File: src/sv/i2crs_pkg.sv
package i2crs_pkg;

	// action codes carried in s_tuser
	localparam logic [1:0] ACT_START = 2'd0;
	localparam logic [1:0] ACT_EVENT = 2'd1;
	localparam logic [1:0] ACT_TICK  = 2'd2;

	// peripheral status bit positions
	localparam int ST_SB   = 0;
	localparam int ST_ADDR = 1;
	localparam int ST_BTF  = 2;
	localparam int ST_RXNE = 6;
	localparam int ST_TXE  = 7;

	// ack_ctrl codes
	localparam logic [1:0] ACK_KEEP      = 2'd0;
	localparam logic [1:0] ACK_ON        = 2'd1;
	localparam logic [1:0] ACK_NACK_STOP = 2'd2;

	// buf_irq_ctrl codes
	localparam logic [1:0] BUF_KEEP    = 2'd0;
	localparam logic [1:0] BUF_ENABLE  = 2'd1;
	localparam logic [1:0] BUF_DISABLE = 2'd2;

	localparam logic [15:0] WD_TICKS_RESET = 16'd1000;

	localparam int IN_DATA_W  = 48;
	localparam int OUT_DATA_W = 40;

	// input word, tdata part (first field in the high bits)
	typedef struct packed {
		logic [7:0]  rx_data;
		logic [15:0] status;
		logic [7:0]  length;
		logic [7:0]  reg_addr;
		logic [7:0]  bus_addr;
	} in_data_t;

	// input word as held in the input register
	typedef struct packed {
		logic [1:0] action;
		in_data_t   data;
	} item_t;

	// result word (first field in the high bits), 38 bits
	typedef struct packed {
		logic [3:0] failed_phase;
		logic       error_flag;
		logic       busy_res;
		logic [7:0] rx_index;
		logic       rx_valid;
		logic [7:0] rx_byte;
		logic [1:0] buf_irq_ctrl;
		logic [1:0] ack_ctrl;
		logic       stop_req;
		logic       start_req;
		logic       tx_write;
		logic [7:0] tx_byte;
	} result_t;

endpackage

File: src/sv/i2crs_in_reg.sv
module i2crs_in_reg (
	input  logic                  clk,
	input  logic                  arst_n,
	input  logic                  in_valid,
	output logic                  in_ready,
	input  i2crs_pkg::item_t      in_item,
	output logic                  item_valid,
	input  logic                  item_take,
	output i2crs_pkg::item_t      item
);

	logic             valid_s1;
	i2crs_pkg::item_t item_s1;

	// accept a new word when empty or when the held word moves on
	assign in_ready   = !valid_s1 || item_take;
	assign item_valid = valid_s1;
	assign item       = item_s1;

	always_ff @(posedge clk or negedge arst_n) begin
		if (!arst_n) begin
			valid_s1 <= 1'b0;
		end else if (in_ready) begin
			valid_s1 <= in_valid;
		end
	end

	always_ff @(posedge clk) begin
		if (in_ready && in_valid) begin
			item_s1 <= in_item;
		end
	end

endmodule

File: src/sv/i2crs_seq.sv
module i2crs_seq (
	input  logic                  clk,
	input  logic                  arst_n,
	input  logic                  cfg_wr_en,
	input  logic [15:0]           cfg_wr_data,
	input  logic                  item_valid,
	output logic                  item_take,
	input  i2crs_pkg::item_t      item,
	output logic                  res_valid,
	input  logic                  res_ready,
	output i2crs_pkg::result_t    res
);

	typedef enum logic [3:0] {
		PH_IDLE     = 4'd0,
		PH_ERROR    = 4'd1,
		PH_START_TX = 4'd2,
		PH_ADDR_TX  = 4'd3,
		PH_REG_TX   = 4'd4,
		PH_BTF_TX   = 4'd5,
		PH_START_RX = 4'd6,
		PH_ADDR_RX  = 4'd7,
		PH_DATA_RX  = 4'd8,
		PH_LAST_RX  = 4'd9,
		PH_WATCHDOG = 4'd10
	} phase_t;

	phase_t      phase_q, phase_n;
	phase_t      err_phase_q, err_phase_n, fail_where;
	logic [7:0]  bus_addr_q, bus_addr_n;
	logic [7:0]  reg_addr_q, reg_addr_n;
	logic [7:0]  burst_len_q, burst_len_n;
	logic [7:0]  rx_cnt_q, rx_cnt_n, rx_cnt_inc;
	logic [15:0] wd_ticks_q;
	logic [15:0] wd_cnt_q, wd_cnt_n;
	logic        wd_run_q, wd_run_n;
	logic        arm, fail;
	logic        res_valid_q;
	i2crs_pkg::result_t res_q, res_d;
	logic [15:0] st;

	// a word moves on when the result register is free or being drained
	assign item_take = item_valid && (!res_valid_q || res_ready);
	assign res_valid = res_valid_q;
	assign res       = res_q;

	assign st         = item.data.status;
	assign rx_cnt_inc = rx_cnt_q + 8'd1;

	// next state and result for the held word
	always_comb begin
		res_d       = '0;
		phase_n     = phase_q;
		err_phase_n = err_phase_q;
		bus_addr_n  = bus_addr_q;
		reg_addr_n  = reg_addr_q;
		burst_len_n = burst_len_q;
		rx_cnt_n    = rx_cnt_q;
		wd_cnt_n    = wd_cnt_q;
		wd_run_n    = wd_run_q;
		arm         = 1'b0;
		fail        = 1'b0;
		fail_where  = PH_IDLE;

		case (item.action)
			i2crs_pkg::ACT_START: begin
				// ignored while a burst is running
				if (phase_q == PH_IDLE || phase_q == PH_ERROR) begin
					phase_n            = PH_START_TX;
					bus_addr_n         = item.data.bus_addr;
					reg_addr_n         = item.data.reg_addr;
					burst_len_n        = item.data.length;
					rx_cnt_n           = '0;
					res_d.buf_irq_ctrl = i2crs_pkg::BUF_ENABLE;
					arm                = 1'b1;
				end
			end
			i2crs_pkg::ACT_EVENT: begin
				case (phase_q)
					PH_START_TX: begin
						res_d.tx_byte  = bus_addr_q;
						res_d.tx_write = 1'b1;
						if (st[i2crs_pkg::ST_SB]) begin
							phase_n = PH_ADDR_TX;
						end else begin
							fail       = 1'b1;
							fail_where = PH_START_TX;
						end
					end
					PH_ADDR_TX: begin
						if (st[i2crs_pkg::ST_ADDR]) begin
							phase_n = PH_REG_TX;
						end else begin
							fail       = 1'b1;
							fail_where = PH_ADDR_TX;
						end
					end
					PH_REG_TX: begin
						res_d.tx_byte      = reg_addr_q;
						res_d.tx_write     = 1'b1;
						res_d.buf_irq_ctrl = i2crs_pkg::BUF_DISABLE;
						if (st[i2crs_pkg::ST_TXE]) begin
							phase_n = PH_BTF_TX;
						end else begin
							fail       = 1'b1;
							fail_where = PH_REG_TX;
						end
					end
					PH_BTF_TX: begin
						if (st[i2crs_pkg::ST_BTF]) begin
							arm     = 1'b1;
							phase_n = PH_START_RX;
						end else begin
							fail       = 1'b1;
							fail_where = PH_BTF_TX;
						end
					end
					PH_START_RX: begin
						// a failed repeated START is simply retried
						if (st[i2crs_pkg::ST_SB]) begin
							res_d.tx_byte  = bus_addr_q | 8'h01;
							res_d.tx_write = 1'b1;
							phase_n        = PH_ADDR_RX;
						end else begin
							arm = 1'b1;
						end
					end
					PH_ADDR_RX: begin
						res_d.ack_ctrl = i2crs_pkg::ACK_ON;
						if (st[i2crs_pkg::ST_ADDR]) begin
							phase_n            = PH_DATA_RX;
							res_d.buf_irq_ctrl = i2crs_pkg::BUF_ENABLE;
						end else begin
							fail       = 1'b1;
							fail_where = PH_ADDR_RX;
						end
					end
					PH_DATA_RX: begin
						// byte goes out even when the status check fails
						res_d.rx_byte  = item.data.rx_data;
						res_d.rx_valid = 1'b1;
						res_d.rx_index = rx_cnt_q;
						rx_cnt_n       = rx_cnt_inc;
						if (st[i2crs_pkg::ST_RXNE]) begin
							if (({1'b0, rx_cnt_inc} + 9'd1) >= {1'b0, burst_len_q}) begin
								phase_n        = PH_LAST_RX;
								res_d.ack_ctrl = i2crs_pkg::ACK_NACK_STOP;
							end
						end else begin
							fail       = 1'b1;
							fail_where = PH_DATA_RX;
						end
					end
					PH_LAST_RX: begin
						res_d.rx_byte  = item.data.rx_data;
						res_d.rx_valid = 1'b1;
						res_d.rx_index = rx_cnt_q;
						rx_cnt_n       = rx_cnt_inc;
						phase_n        = PH_IDLE;
						wd_run_n       = 1'b0;
					end
					PH_IDLE: begin
						fail       = 1'b1;
						fail_where = PH_IDLE;
					end
					PH_WATCHDOG: begin
						fail       = 1'b1;
						fail_where = PH_WATCHDOG;
					end
					default: begin
					end
				endcase
			end
			i2crs_pkg::ACT_TICK: begin
				if (wd_run_q) begin
					if (wd_cnt_q <= 16'd1) begin
						wd_cnt_n   = '0;
						fail       = 1'b1;
						fail_where = PH_WATCHDOG;
					end else begin
						wd_cnt_n = wd_cnt_q - 16'd1;
					end
				end
			end
			default: begin
			end
		endcase

		// watchdog rearm goes with every START request
		if (arm) begin
			wd_cnt_n        = wd_ticks_q;
			wd_run_n        = 1'b1;
			res_d.start_req = 1'b1;
		end
		if (fail) begin
			phase_n        = PH_ERROR;
			err_phase_n    = fail_where;
			wd_run_n       = 1'b0;
			res_d.stop_req = 1'b1;
		end

		res_d.busy_res     = (phase_n != PH_IDLE) && (phase_n != PH_ERROR);
		res_d.error_flag   = (phase_n == PH_ERROR);
		res_d.failed_phase = err_phase_n;
	end

	// sequencer state, config register and result register
	always_ff @(posedge clk or negedge arst_n) begin
		if (!arst_n) begin
			phase_q     <= PH_IDLE;
			err_phase_q <= PH_IDLE;
			bus_addr_q  <= '0;
			reg_addr_q  <= '0;
			burst_len_q <= '0;
			rx_cnt_q    <= '0;
			wd_cnt_q    <= '0;
			wd_run_q    <= 1'b0;
			wd_ticks_q  <= i2crs_pkg::WD_TICKS_RESET;
			res_valid_q <= 1'b0;
			res_q       <= '0;
		end else begin
			if (cfg_wr_en) begin
				wd_ticks_q <= cfg_wr_data;
			end
			if (item_take) begin
				phase_q     <= phase_n;
				err_phase_q <= err_phase_n;
				bus_addr_q  <= bus_addr_n;
				reg_addr_q  <= reg_addr_n;
				burst_len_q <= burst_len_n;
				rx_cnt_q    <= rx_cnt_n;
				wd_cnt_q    <= wd_cnt_n;
				wd_run_q    <= wd_run_n;
				res_q       <= res_d;
				res_valid_q <= 1'b1;
			end else if (res_ready) begin
				res_valid_q <= 1'b0;
			end
		end
	end

endmodule

File: src/sv/i2c_register_read_sequencer_unit.sv
// I2C register-read burst sequencer, one result word per input word.
// The input word is registered in the input register, then the sequencer step
// loads the result register. Throughput: 1 word per cycle unless m_tready
// stalls the output; the one-step state update sets that rate.
// Reset (arst_n low, async): sequencer idle, watchdog stopped,
// watchdog_ticks back to 1000, both registers empty.
module i2c_register_read_sequencer_unit (
	input  logic                              clk,
	input  logic                              arst_n,
	input  logic                              cfg_wr_en,
	input  logic [15:0]                       cfg_wr_data,   // watchdog_ticks
	input  logic                              s_tvalid,
	output logic                              s_tready,
	// bus_addr[7:0], reg_addr[15:8], length[23:16], status[39:24], rx_data[47:40]
	input  logic [i2crs_pkg::IN_DATA_W-1:0]   s_tdata,
	input  logic [1:0]                        s_tuser,       // action[1:0]
	output logic                              m_tvalid,
	input  logic                              m_tready,
	// tx_byte[7:0], tx_write[8], start_req[9], stop_req[10], ack_ctrl[12:11],
	// buf_irq_ctrl[14:13], rx_byte[22:15], rx_valid[23], rx_index[31:24],
	// busy_res[32], error_flag[33], failed_phase[37:34], zero[39:38]
	output logic [i2crs_pkg::OUT_DATA_W-1:0]  m_tdata
);

	i2crs_pkg::item_t   in_item, item;
	i2crs_pkg::result_t res;
	logic               item_valid, item_take;

	assign in_item.action = s_tuser;
	assign in_item.data   = s_tdata;

	i2crs_in_reg u_in_reg (
		.clk        (clk),
		.arst_n     (arst_n),
		.in_valid   (s_tvalid),
		.in_ready   (s_tready),
		.in_item    (in_item),
		.item_valid (item_valid),
		.item_take  (item_take),
		.item       (item)
	);

	i2crs_seq u_seq (
		.clk         (clk),
		.arst_n      (arst_n),
		.cfg_wr_en   (cfg_wr_en),
		.cfg_wr_data (cfg_wr_data),
		.item_valid  (item_valid),
		.item_take   (item_take),
		.item        (item),
		.res_valid   (m_tvalid),
		.res_ready   (m_tready),
		.res         (res)
	);

	assign m_tdata = {2'b00, res};

endmodule

File: config.mk
export PLATFORM = sky130hd
export DESIGN_NAME = i2c_register_read_sequencer_unit
export DESIGN_NICKNAME = d
export VERILOG_FILES = /design/src/sv/i2crs_pkg.sv /design/src/sv/i2crs_in_reg.sv /design/src/sv/i2crs_seq.sv /design/src/sv/i2c_register_read_sequencer_unit.sv
export SDC_FILE = /design/constraint.sdc
export NUM_CORES = 1
export LEC_CHECK = 0
export CAP_MARGIN = 20
export CORE_MARGIN = 8
export CORE_UTILIZATION = 55
export DETAILED_ROUTE_END_ITERATION = 8
export DONT_BUFFER_PORTS = 1
export PLACE_DENSITY = 0.7
export SYNTH_ARGS = -nofsm -noshare
export SYNTH_HDL_FRONTEND = slang
export SYNTH_SLANG_ARGS = --single-unit
File: constraint.sdc
create_clock -name clk -period 6.3 [get_ports clk]
set_clock_uncertainty 0.1 [all_clocks]
set_input_delay 0 -clock clk [delete_from_list [all_inputs] [get_ports clk]]
set_output_delay 0 -clock clk [all_outputs]
set_load 0.02 [all_outputs]
======== Yosys cells after proc, flatten, opt, wreduce, memory -nomap -nowiden ========
Cells that the tools add are included.
W data, S select, Z words.
word-level totals
  logic and storage cells ................. 137
  register bits after elaboration ......... 151
cells by class
  $lt $le $gt $ge ......................... 2
  reduce and logical (&&, ||, !) cells .... 25
  eq/ne operators ......................... 16
  multiplexer cells ....................... 63
  add/sub/neg operators ................... 3
operators with widths
  cell                     count
  $mux W16                 4
  $mux W4                  13
  $mux W17                 2
  $pmux W4 S8              1
  $pmux W4 S7              1
  $pmux W9 S3              1
  $mux W1                  19
  $mux W9                  2
  $eq A4 B3 Y1 const B     4
  $le A16 B1 Y1 const B    1
  $mux W8                  2
  $pmux W4 S2              2
  $pmux W8 S2              1
  $sub A16 B1 Y16 const B  1
  $eq A4 B4 Y1 const B     3
  $pmux W2 S2              3
  $mux W2                  5
  $add A8 B1 Y9 const B    1
  $ge A9 B8 Y1             1
  $mux W3                  3
  $reduce_and A3 Y1        3
  $add A8 B1 Y8 const B    1
  $eq A4 B1 Y1 const B     2
  $eq A4 B2 Y1 const B     2
  18 further kinds         31

======== Logic depth before layout (Yosys ltp) ========
Gate-level depths: netlist (run 1).
  word-level depth ........................ 10
  mapped depth ............................ 14
  depth with buffers taken out ............ 14

======== Cells and area by module ========
Synthesis (run 1) repeated with hierarchy kept, for this count alone.
second synthesis, totals
  cells, all modules ...................... 652
  area total of the unflattened synthesis .. 7373.3 um2
modules (own cells, without submodules)
  module                            cells an instance  instances  area each (um2)  sequential area each (um2)
  i2crs_seq                         595                1          5799.3           2710.1
  i2crs_in_reg                      54                 1          1555.2           1526.5
  i2c_register_read_sequencer_unit  3                  1          18.8             0.0

======== Worst setup path after synthesis (run 1) ========
Ideal clock, no wire load.
  path kind ............................... register -> register
  start ................................... register u_seq.rx_cnt_q[0]
  end ..................................... register u_seq.res_q (netlist bit u_seq.res[33])
  arrival ................................. 2692 ps
  data required time ...................... 6062 ps
  cell stages (with the launch flop) ...... 15
  clock period less this slack ............ 2930 ps
  setup slack ............................. 3370 ps
  cell sequence ........................... dfrtp_1 > clkbuf_1 > inv_1 > ha_1 > nor2_1 > nand4_1 > nor3_1 > xnor2_1 > ha_1 > and3_1 > o21ai_0 > o21a_1 > o2111ai_1 > o21ai_0 > o211ai_1
on the way
  longest elaborated chain between the ends .. 9
RTL lines
  item                      RTL line          source
  start: declaration        i2crs_seq.sv:33   logic [7:0] rx_cnt_q, rx_cnt_n, rx_cnt_inc;
  start signal: assignment  i2crs_seq.sv:231  rx_cnt_q <= rx_cnt_n;
  $add A8 B1 Y8             i2crs_seq.sv:48   assign rx_cnt_inc = rx_cnt_q + 8'd1;
  $add A8 B1 Y9             i2crs_seq.sv:145  if (({1'b0, rx_cnt_inc} + 9'd1) >= {1'b0, burst_len_q}) begin
  $ge A9 B8 Y1              i2crs_seq.sv:145
  $mux W4                   i2crs_seq.sv:145
  $mux W4                   i2crs_seq.sv:144  if (st[i2crs_pkg::ST_RXNE]) begin
  $pmux W4 S8               i2crs_seq.sv:79   case (phase_q)
  $pmux W4 S2               i2crs_seq.sv:65   case (item.action)
  $mux W4                   i2crs_seq.sv:195  if (fail) begin
  $eq A4 B1 Y1              i2crs_seq.sv:203  res_d.error_flag = (phase_n == PH_ERROR);
  end signal: assignment    i2crs_seq.sv:234  res_q <= res_d;
  end: declaration          i2crs_seq.sv:39   i2crs_pkg::result_t res_q, res_d;
No other way between the ends.
A chain may end at the register's enable or synchronous reset.

======== Worst setup path in the final report (run 1) ========
  start ................................... register u_seq.rx_cnt_q[0]
  end ..................................... register u_seq.phase_q[0]
on the way
  longest elaborated chain between the ends .. 8
RTL lines
  item                    RTL line          source
  $add A8 B1 Y8           i2crs_seq.sv:48
  $add A8 B1 Y9           i2crs_seq.sv:145
  $ge A9 B8 Y1            i2crs_seq.sv:145
  $mux W4                 i2crs_seq.sv:145
  $mux W4                 i2crs_seq.sv:144
  $pmux W4 S8             i2crs_seq.sv:79
  $pmux W4 S2             i2crs_seq.sv:65
  $mux W4                 i2crs_seq.sv:195
  end signal: assignment  i2crs_seq.sv:226  phase_q <= phase_n;
  end: declaration        i2crs_seq.sv:28   phase_t phase_q, phase_n;
No other way between the ends.

==> results.toml, run 1 <==
[worst_setup_path]
crit_required_ns = 6.45
worstSetupPathType = "reg -> reg"
cp_max_fo = 11
crit_slowest_cell = "dfrtp_1"
end_kind = "flop"
cp_slowest_stage_delay_ns = 0.54
setup.worst_path.start_class = "flop"
cp.arrival_ns = 3.67
path_cells = "ha_1 -> nand3_1 -> nor2_1 -> xnor2_1 -> nor3_1 -> xnor2_1 -> ha_1 -> and3_1 -> o21ai_0 -> o21a_1 -> o2111ai_1 -> o21ai_0 -> a31oi_1"

[global_route]
grt_max_degree = 110
grt_usage = 0.206
antenna_found_initial = 0
grt_pass1_vias = 5283
grt_first_pass_wirelength_mm = 26.7
gr-total-overflow = 0

[sta]
tns_ns = 0
hold_viol = 0
max_freq_mhz = 284
tightestPinTransition_ns = 1.06
rsz0062_at_grt = "false"
period_share = 0.559
worst_slew_margin_rel = 0.290
fin_crit_ns = 3.52
finalMaxSlewViolations = 0
setup_viol = 0

[layout]
register_area_um2 = 3910
stdcell_count = 862
multiInputGateArea_um2 = 2830
fillerInstances = 928
drive_gt1_frac = 0.151
diodes = 0
nets = 763
postLayoutCoreUtil = 0.677
syn2layout_area_growth_pct = 21.3
design_area_um2 = 8470

[detailed_routing]
wl_per_cell_um = 18.8
wl_mm = 16.2
wl_met3_mm = 1.30
topRoutingLayerUsed = "met4"
num_vias = 5066
wl_met2_mm = 7.92
first_pass_iters = 5
drt-initial-drc-count = 377
drc_errors = 0
vias_per_cell = 5.88
wl_met1_mm = 6.67
drtAntennaViolNets = 0

[clock_tree]
cts.sinks = 148
cts_buffer_depth = 2
post_cts_buffers = 0
cts_max_level = 4
clkTransAtPathRegs_ns = 0.06
cts_made_buffers = 17
cts_tree = "done"
insertion_delay_ns = 0.42
clockRootBuffer = "clkbuf_16"

[synth]
synth_edf_count = 39
syn_area_um2 = 6990
ys_ff_latch = 148
ys_warn_count = 0
synth_cell_types = 67
netlist_instances = 613
yosysSeqAreaShare = 0.559
synth-main-ff-cell = "dfrtp_1"
syn_avg_cell_area_um2 = 11.4
async_flop_share = 0.736

[placed_design]
hpwl_mm = 10.2
place_area_um2 = 7050
io_buffers = 0
gp_routability_congestion = 0.847
placed_cells = 752

[run_status]
status = "finished clean"

[power_and_ir_drop]
vdd_drop_max_uv = 328
leakage_nw = 3.49
power_mw = 3.11
powerDensity_nw_per_um2 = 367

[flow_run]
maxCapViolations = 0

[floorplanning]
num_rows = 41
start_util = 0.558
coreArea_um2 = 12500
die_x_um = 129
die_area_um2 = 16600
die_y_um = 129
io-pin-count = 113

[min_path]
hold_path.class = "in -> async"
timing repair:
item | in CTS | in global routing
hold endpoints to repair | 166 | 0
hold buffers | 76 | 0
gates resized for setup | 0 | 0
worst paths after layout:
| check | start | to | slack [ns] | depth (start not counted) |
|---|---|---|---|---|
| setup / recovery | u_seq.rx_cnt_q[0] | u_seq.phase_q[0] | 2.78 | 13 |
| hold / removal | arst_n | u_seq.wd_ticks_q[12] | 0.09 | 2 |
| setup reg to reg | u_seq.rx_cnt_q[0] | u_seq.phase_q[0] | 2.78 | 13 |
| hold reg to reg | u_in_reg.item[44] | u_seq.res[19] | 0.36 | 1 |
| max in group asynchronous | arst_n | u_seq.bus_addr_q[6] | 5.53 | 2 |
| min in group clk | s_tdata[15] | u_in_reg.item[15] | 0.10 | 1 |
placed cells by master (no fill, tap or decap), drive strengths merged, types with 5 or more instances in the layout:
cell         count
nor3b            5
nand2b          12
dlygate4sd3     75
dfrtp          103
a21oi           19
ha              15
a22o            20
a32oi            7
nand2           57
a21o             5
nor2            33
dfstp            6
o31ai            7
mux2            47
xnor2            9
inv             25
nor3            16
a31oi            5
a22oi           10
o2bb2ai          9
clkbuf          19
clkinv           5
edfxtp          39
and3             5
nand3           12
nand4            5
o21ai           44
buf              7
nor4             7
nor2b            9
o211ai           6
cells by family after synthesis:
family	share of synthesized area
other	0.000537
buffers and inverters	0.0367
AO/OA/AOI/OAI	0.150
adder cells (fa/ha/maj)	0.0269
multiplexers	0.0758
flip-flops	0.559
AND/OR/NAND/NOR	0.134
XOR/XNOR	0.0163
layout make-up:
cell class,count,area share
Tap cell,172,0.0254
Timing Repair Buffer,82,0.100
Inverter,20,0.00886
Clock buffer,19,0.0548
Multi-Input combinational cell,408,0.334
Sequential cell,148,0.461
Clock inverter,13,0.0162
synth_stat cells (6+ instances only):
master / count / share of area
buf_2: 10 / 0.0072
o211ai_1: 6 / 0.0064
nor4_1: 6 / 0.0054
a32oi_1: 7 / 0.0088
o31ai_1: 7 / 0.0075
o21ai_0: 39 / 0.028
nand3_1: 12 / 0.0086
nor2_1: 32 / 0.017
mux2_2: 47 / 0.076
inv_1: 19 / 0.010
o2bb2ai_1: 9 / 0.011
dfstp_2: 6 / 0.023
nor3_1: 15 / 0.011
edfxtp_1: 39 / 0.17
ha_1: 15 / 0.027
a22oi_1: 10 / 0.011
a21oi_1: 17 / 0.012
nand2b_1: 12 / 0.011
nand2_1: 57 / 0.031
xnor2_1: 9 / 0.011
nor2b_1: 9 / 0.0081
dfrtp_1: 103 / 0.37
a22o_1: 20 / 0.025
clkbuf_1: 20 / 0.011
per-layer routing:
metal,vias up,global-route usage
li1,2373,-
met5,-,0
met4,0,0.0961
met1,2493,0.245
met2,171,0.329
met3,29,0.0757
critical path, delay by kind of cell (launching register included):
| kind | cells | cell delay (ns) |
|---|---|---|
| xor gates and xnor gates | 2 | 0.29 |
| AOI/OAI and AO/OA | 5 | 0.87 |
| DFF | 1 | 0.54 |
| adders and majority gates | 2 | 0.58 |
| and+or+nand+nor | 4 | 0.99 |
per-stage QoR:
stage / hold WS, ns / setup slack (ns)
2_1_floorplan: -0.396 / 3.37
3_3_place_gp: -0.392 / 2.90
3_5_place_dp: -0.392 / 2.82
4_1_cts: 0.0836 / 2.80
5_1_grt: 0.0825 / 2.46
6_report: 0.0937 / 2.78
sequential cells by signal (all words and copies together), names as in the netlist:
register             cells
u_seq.reg_addr_q         8
u_in_reg.item_valid      1
u_seq.bus_addr_q         8
u_seq.wd_run_q           1
u_seq.res               34
u_seq.wd_cnt_q          16
u_seq.res_valid          1
u_in_reg.item           39
u_seq.rx_cnt_q           8
u_seq.burst_len_q        8
u_seq.wd_ticks_q        16
u_seq.phase_q            4
u_seq.err_phase_q        4
where the power goes:
part / switching [mW] / internal, mW / total (mW)
registers: 0.221 / 1.17 / 1.40
clock network: 0.418 / 0.590 / 1.01
logic: 0.372 / 0.333 / 0.705
Note: power is estimated with default switching activity, not from simulation.
==> run 2: changes to the inputs <==
Settings changed: PLACE_DENSITY 0.7 to 0.73.
Clock period 6.3 ns to 3.15 ns, I/O delays scaled along.
==> run 2 against run 1 <==
  * Global-route usage is 0.46 points higher
  * Register-to-register slack lost 2.6 ns
  * Core utilization up 0.49 points
  * Hold slack got worse by 0.00077 ns
  * Sequential power increased by 97%
  * Routed wire length up 2.1%
  * Clock power up 94%
  * Final cell count rose by 1.3%
  * Die area did not move
  * Critical endpoint unchanged
  * Largest power group unchanged
==> results.toml, run 2 (synthesized netlist as in run 1, its figures left out) <==
[global_route]
grt_first_pass_wirelength_mm = 27.2
gr-total-overflow = 0
antenna_found_initial = 0
grt_usage = 0.211
grt_max_degree = 110
grt_pass1_vias = 5318

[floorplanning]
die_area_um2 = 16600
num_rows = 41
io-pin-count = 113
die_x_um = 129
die_y_um = 129
coreArea_um2 = 12500
start_util = 0.558

[clock_tree]
cts_made_buffers = 17
cts_tree = "done"
clockRootBuffer = "clkbuf_16"
cts_buffer_depth = 2
insertion_delay_ns = 0.43
clkTransAtPathRegs_ns = 0.07
cts.sinks = 148
cts_max_level = 4

[detailed_routing]
wl_mm = 16.6
drtAntennaViolNets = 0
num_vias = 5123
drt-initial-drc-count = 410
drc_errors = 0
first_pass_iters = 5
wl_per_cell_um = 19.0
vias_per_cell = 5.87

[layout]
syn2layout_area_growth_pct = 22.2
fillerInstances = 902
largest_register_ff_count = 39
drive_gt1_frac = 0.171
diodes = 0
layout_commonest_cell = "dfrtp_1"
most-common-layout-cells = "dfrtp_1, dlygate4sd3_1, nand2_1, mux2_2, edfxtp_1"
design_area_um2 = 8530
nets = 774

[worst_setup_path]
reg2reg_to = "u_seq.phase_q[0]"
critical-path-top-cell-by-count = "nor2b_1"
end_kind = "flop"
r2r_start = "u_seq.rx_cnt_q[1]"
reg2reg_depth = 14
path_cells = "ha_4 -> nor2b_1 -> nor2b_1 -> nor2_1 -> nand4_1 -> nor3_2 -> xnor2_1 -> ha_1 -> and3_1 -> o21ai_0 -> o21a_1 -> o2111ai_1 -> o21ai_2 -> a31oi_1"
crit_required_ns = 3.31
crit_path_end = "u_seq.phase_q[0]"
setup.worst_path.start_class = "flop"
path_buf_inv = 0
r2r_slack_ns = 0.19
cp.arrival_ns = 3.12
startpoint = "u_seq.rx_cnt_q[1]"
worstSetupPathType = "reg -> reg"
crit_slowest_cell = "dfrtp_2"
cp_max_fo = 6
cp_top_family = "simple AND/OR/NAND/NOR gates"
cp_slowest_stage_delay_ns = 0.45
path_depth = 14

[placed_design]
io_buffers = 0
place_area_um2 = 7140
hpwl_mm = 10.5
place_ws_ns = -0.0387
gp_routability_congestion = 0.863

[power_and_ir_drop]
netSwitchingFraction = 0.329
power_frac_comb = 0.238
netSwitchingPower_mw = 2.04
vdd_drop_max_uv = 627
leakage_nw = 3.52
p_int_mw = 4.16
powerDensity_nw_per_um2 = 725
p_clk_frac = 0.317
seqPwrFrac = 0.445

[sta]
fin_crit_ns = 2.96
worst_slew_margin_rel = 0.381
hold_viol = 0
finalMaxSlewViolations = 0
period_share = 0.940
max_freq_mhz = 338
setup_viol = 0
tightestPinTransition_ns = 0.925
finalWorstSetupSlack_ns = 0.188

[min_path]
hold_start = "s_tdata[16]"
hold_path.class = "in -> reg"

[run_status]
status = "finished clean"

[flow_run]
maxCapViolations = 0
## run 2: changes by cell type in the layout (fill, tap and decap cells not counted), sizes merged
| cell | before | now |
|---|---|---|
| buf | 7 | 18 |
| clkbuf | 19 | 18 |
| clkinv | 5 | 4 |
| clkinvlp | 2 | 3 |
| inv | 25 | 26 |
## run 2: final cells by class
type	instances	area [um^2]	share of cell area
clock buffer	18	429	0.0503
clock inverter	14	146	0.0172
inverter	20	75.1	0.00880
multi-input combinational	408	2850	0.334
sequential	148	3910	0.458
tap	172	215	0.0252
timing repair buffer	93	906	0.106
## run 2: timing repair
| action | 4_1_cts | 5_1_grt |
|---|---|---|
| hold buffers | 76 | 0 |
| setup endpoints to repair | 2 | 3 |
| gates resized for setup | 1 | 7 |
| setup buffers | 0 | 1 |
| endpoints found under the hold margin | 166 | 0 |
## run 2: per-layer routing
metal / wire [um] / GRT usage / up-vias
met5: 0 / 0 / -
met4: 297 / 0.0760 / 0
met3: 1290 / 0.0794 / 23
met2: 8120 / 0.345 / 178
met1: 6890 / 0.250 / 2525
li1: - / - / 2397
## run 2: power by group through the flow
stage / clock [mW] / combinational (mW) / sequential, mW
floorplan: 0 / 1.16 / 2.61
global placement: 0 / 1.27 / 2.76
detailed placement: 0 / 1.32 / 2.78
CTS: 2.00 / 1.45 / 2.75
global route: 2.09 / 1.64 / 2.82
finish: 1.96 / 1.47 / 2.76
## run 2: worst min-delay path by stage
| stage | endpoint | slack (ns) | cells after the start |
|---|---|---|---|
| after floorplan | u_in_reg.item_valid | -0.40 | 0 |
| after global placement | u_seq.wd_ticks_q[11] | -0.39 | 0 |
| after detailed placement | u_seq.wd_ticks_q[11] | -0.39 | 0 |
| after CTS | u_in_reg.item[21] | 0.07 | 1 |
| after global routing | u_in_reg.item[5] | 0.08 | 1 |
| final | u_in_reg.item[16] | 0.09 | 1 |
## run 2: stage by stage
stage               instances  TNS (ns)   util  power (mW)  hold WS [ns]
floorplan                 614         0      -        3.77        -0.396
global placement          764         0  0.571        4.04        -0.392
detailed placement        764   -0.0694  0.571        4.10        -0.392
CTS                       872         0  0.679        6.19        0.0729
global route              873   -0.0227  0.682        6.54        0.0773
finish                    873         0  0.682        6.19        0.0929
==> run 3: changes to the inputs <==
Settings changed: CORE_UTILIZATION 55 to 35, PLACE_DENSITY 0.73 to unset.
==> run 3 against run 2 <==
  * Final cell count grew 11%
  * Worst setup slack gained 0.050 ns
  * Sequential share of layout area shrank 0.70 points
  * Sequential power is essentially flat
  * Clock-buffer cell count grew 1
  * Maximum frequency grew 1.7%
  * Critical endpoint unchanged
  * Combinational power is essentially flat
  * Highest routed layer unchanged
  * First-iteration DRC count shrank 34%
  * Largest power group unchanged
  * Critical path type unchanged
==> results.toml, run 3 (synthesized netlist as in run 1, its figures left out) <==
[min_path]
hold_start = "m_tready"
holdPathStages = 3
hold_path.class = "in -> reg"
whs_endpoint = "u_in_reg.item_valid"

[placed_design]
io_buffers = 0
place_area_um2 = 7290
hpwl_mm = 11.5
place_ws_ns = -0.0621
gp_routability_congestion = 0.829
placed_cells = 861

[detailed_routing]
wl_per_cell_um = 17.8
drtAntennaViolNets = 0
vias_per_cell = 5.21
num_vias = 5039
wl_mm = 17.2
drt-initial-drc-count = 271
first_pass_iters = 5
drc_errors = 0

[floorplanning]
die_area_um2 = 24700
die_y_um = 157
start_util = 0.358
die_x_um = 157
io-pin-count = 113
num_rows = 51
coreArea_um2 = 19500

[sta]
tns_ns = 0
finalWorstSetupSlack_ns = 0.238
setup_viol = 0
max_freq_mhz = 343
period_share = 0.924
finalMaxSlewViolations = 0
worst_slew_margin_rel = 0.368
tightestPinTransition_ns = 0.944
hold_viol = 0
fin_crit_ns = 2.91
rsz0062_at_grt = "false"

[layout]
register_area_um2 = 3910
nets = 776
drive_gt1_frac = 0.175
fillerInstances = 1828
largest_register_ff_count = 39
diodes = 0
stdcell_count = 968
multiInputGateArea_um2 = 2850
design_area_um2 = 8660
syn2layout_area_growth_pct = 24.0
postLayoutCoreUtil = 0.444
most-common-layout-cells = "dfrtp_1, dlygate4sd3_1, nand2_1, mux2_2, edfxtp_1"
layout_commonest_cell = "dfrtp_1"

[worst_setup_path]
reg2reg_depth = 13
r2r_start = "u_seq.rx_cnt_q[1]"
reg2reg_to = "u_seq.phase_q[0]"
r2r_slack_ns = 0.24
cp.arrival_ns = 3.05
crit_required_ns = 3.29
startpoint = "u_seq.rx_cnt_q[1]"
cp_max_fo = 7
end_kind = "flop"
worstSetupPathType = "reg -> reg"
setup.worst_path.start_class = "flop"

[power_and_ir_drop]
vdd_drop_max_uv = 377
powerDensity_nw_per_um2 = 720
leakage_nw = 3.54

[clock_tree]
cts_buffer_depth = 2
cts.sinks = 148
cts_max_level = 4
post_cts_buffers = 0
clkTransAtPathRegs_ns = 0.07
cts_tree = "done"
insertion_delay_ns = 0.42
cts_made_buffers = 17
clockRootBuffer = "clkbuf_16"

[global_route]
grt_pass1_vias = 5172
grt_usage = 0.144
gr-total-overflow = 0
antenna_found_initial = 0
grt_max_degree = 110
grt_first_pass_wirelength_mm = 27.6

[flow_run]
maxCapViolations = 0

[run_status]
status = "finished clean"
==> run 3: cell count changes in the layout (fill, tap and decap cells not counted), sizes merged <==
cell | before | now
clkbuf | 18 | 19
clkinvlp | 3 | 1
dlygate4sd3 | 75 | 74
clkinv | 4 | 5
buf | 18 | 21
==> run 3: worst max-delay path by stage <==
stage	endpoint	slack (ns)
after CTS	u_seq.phase_q[0]	0.009
final	u_seq.phase_q[0]	0.24
after detailed placement	u_seq.phase_q[0]	-0.06
after floorplan	u_seq.res[33]	0.22
after global routing	u_seq.phase_q[0]	0.009
after global placement	u_seq.phase_q[0]	0.05
==> run 3: metal layers <==
metal / up-vias / share of wire / global-route usage
li1: 2397 / - / -
met1: 2483 / 0.44 / 0.174
met2: 143 / 0.48 / 0.236
met3: 16 / 0.069 / 0.0496
met4: 0 / 0.012 / 0.0471
met5: - / 0 / 0
==> run 3: critical path, cell delays in order (launching register included) <==
cell and delay (ns):
dfrtp_2 0.43, ha_2 0.25, nand3_1 0.12, nor2_1 0.21, xnor2_1 0.14, nor3_2 0.22, xnor2_1 0.14, ha_1 0.26
and3_1 0.20, o21ai_0 0.08, o21a_1 0.17, o2111ai_1 0.12, o21ai_2 0.18, a31oi_1 0.11
==> run 3: report_power, final <==
part | internal, mW | switching [mW]
combinational | 0.696 | 0.805
clock | 1.14 | 0.865
sequential | 2.35 | 0.381
total | 4.18 | 2.05
==> run 3: repair_timing <==
item,in CTS,in global routing
gates resized for setup,1,5
hold buffers,75,0
pin swaps,0,1
endpoints found under the setup margin,2,3
endpoints found under the hold margin,166,0
==> run 3: area by class of cell <==
cell class | instances | share of cell area
Clock inverter | 13 | 0.0165
Inverter | 20 | 0.00866
Tap cell | 265 | 0.0383
Multi-Input combinational cell | 408 | 0.329
Clock buffer | 19 | 0.0511
Timing Repair Buffer | 95 | 0.106
Sequential cell | 148 | 0.451
==> run 3: stage by stage <==
stage,hold slack (ns),power [mW]
final,0.00882,6.23
after global routing,0.0230,6.61
after CTS,0.0277,6.29
after detailed placement,-0.391,4.13
after global placement,-0.392,4.07
after floorplan,-0.396,3.77
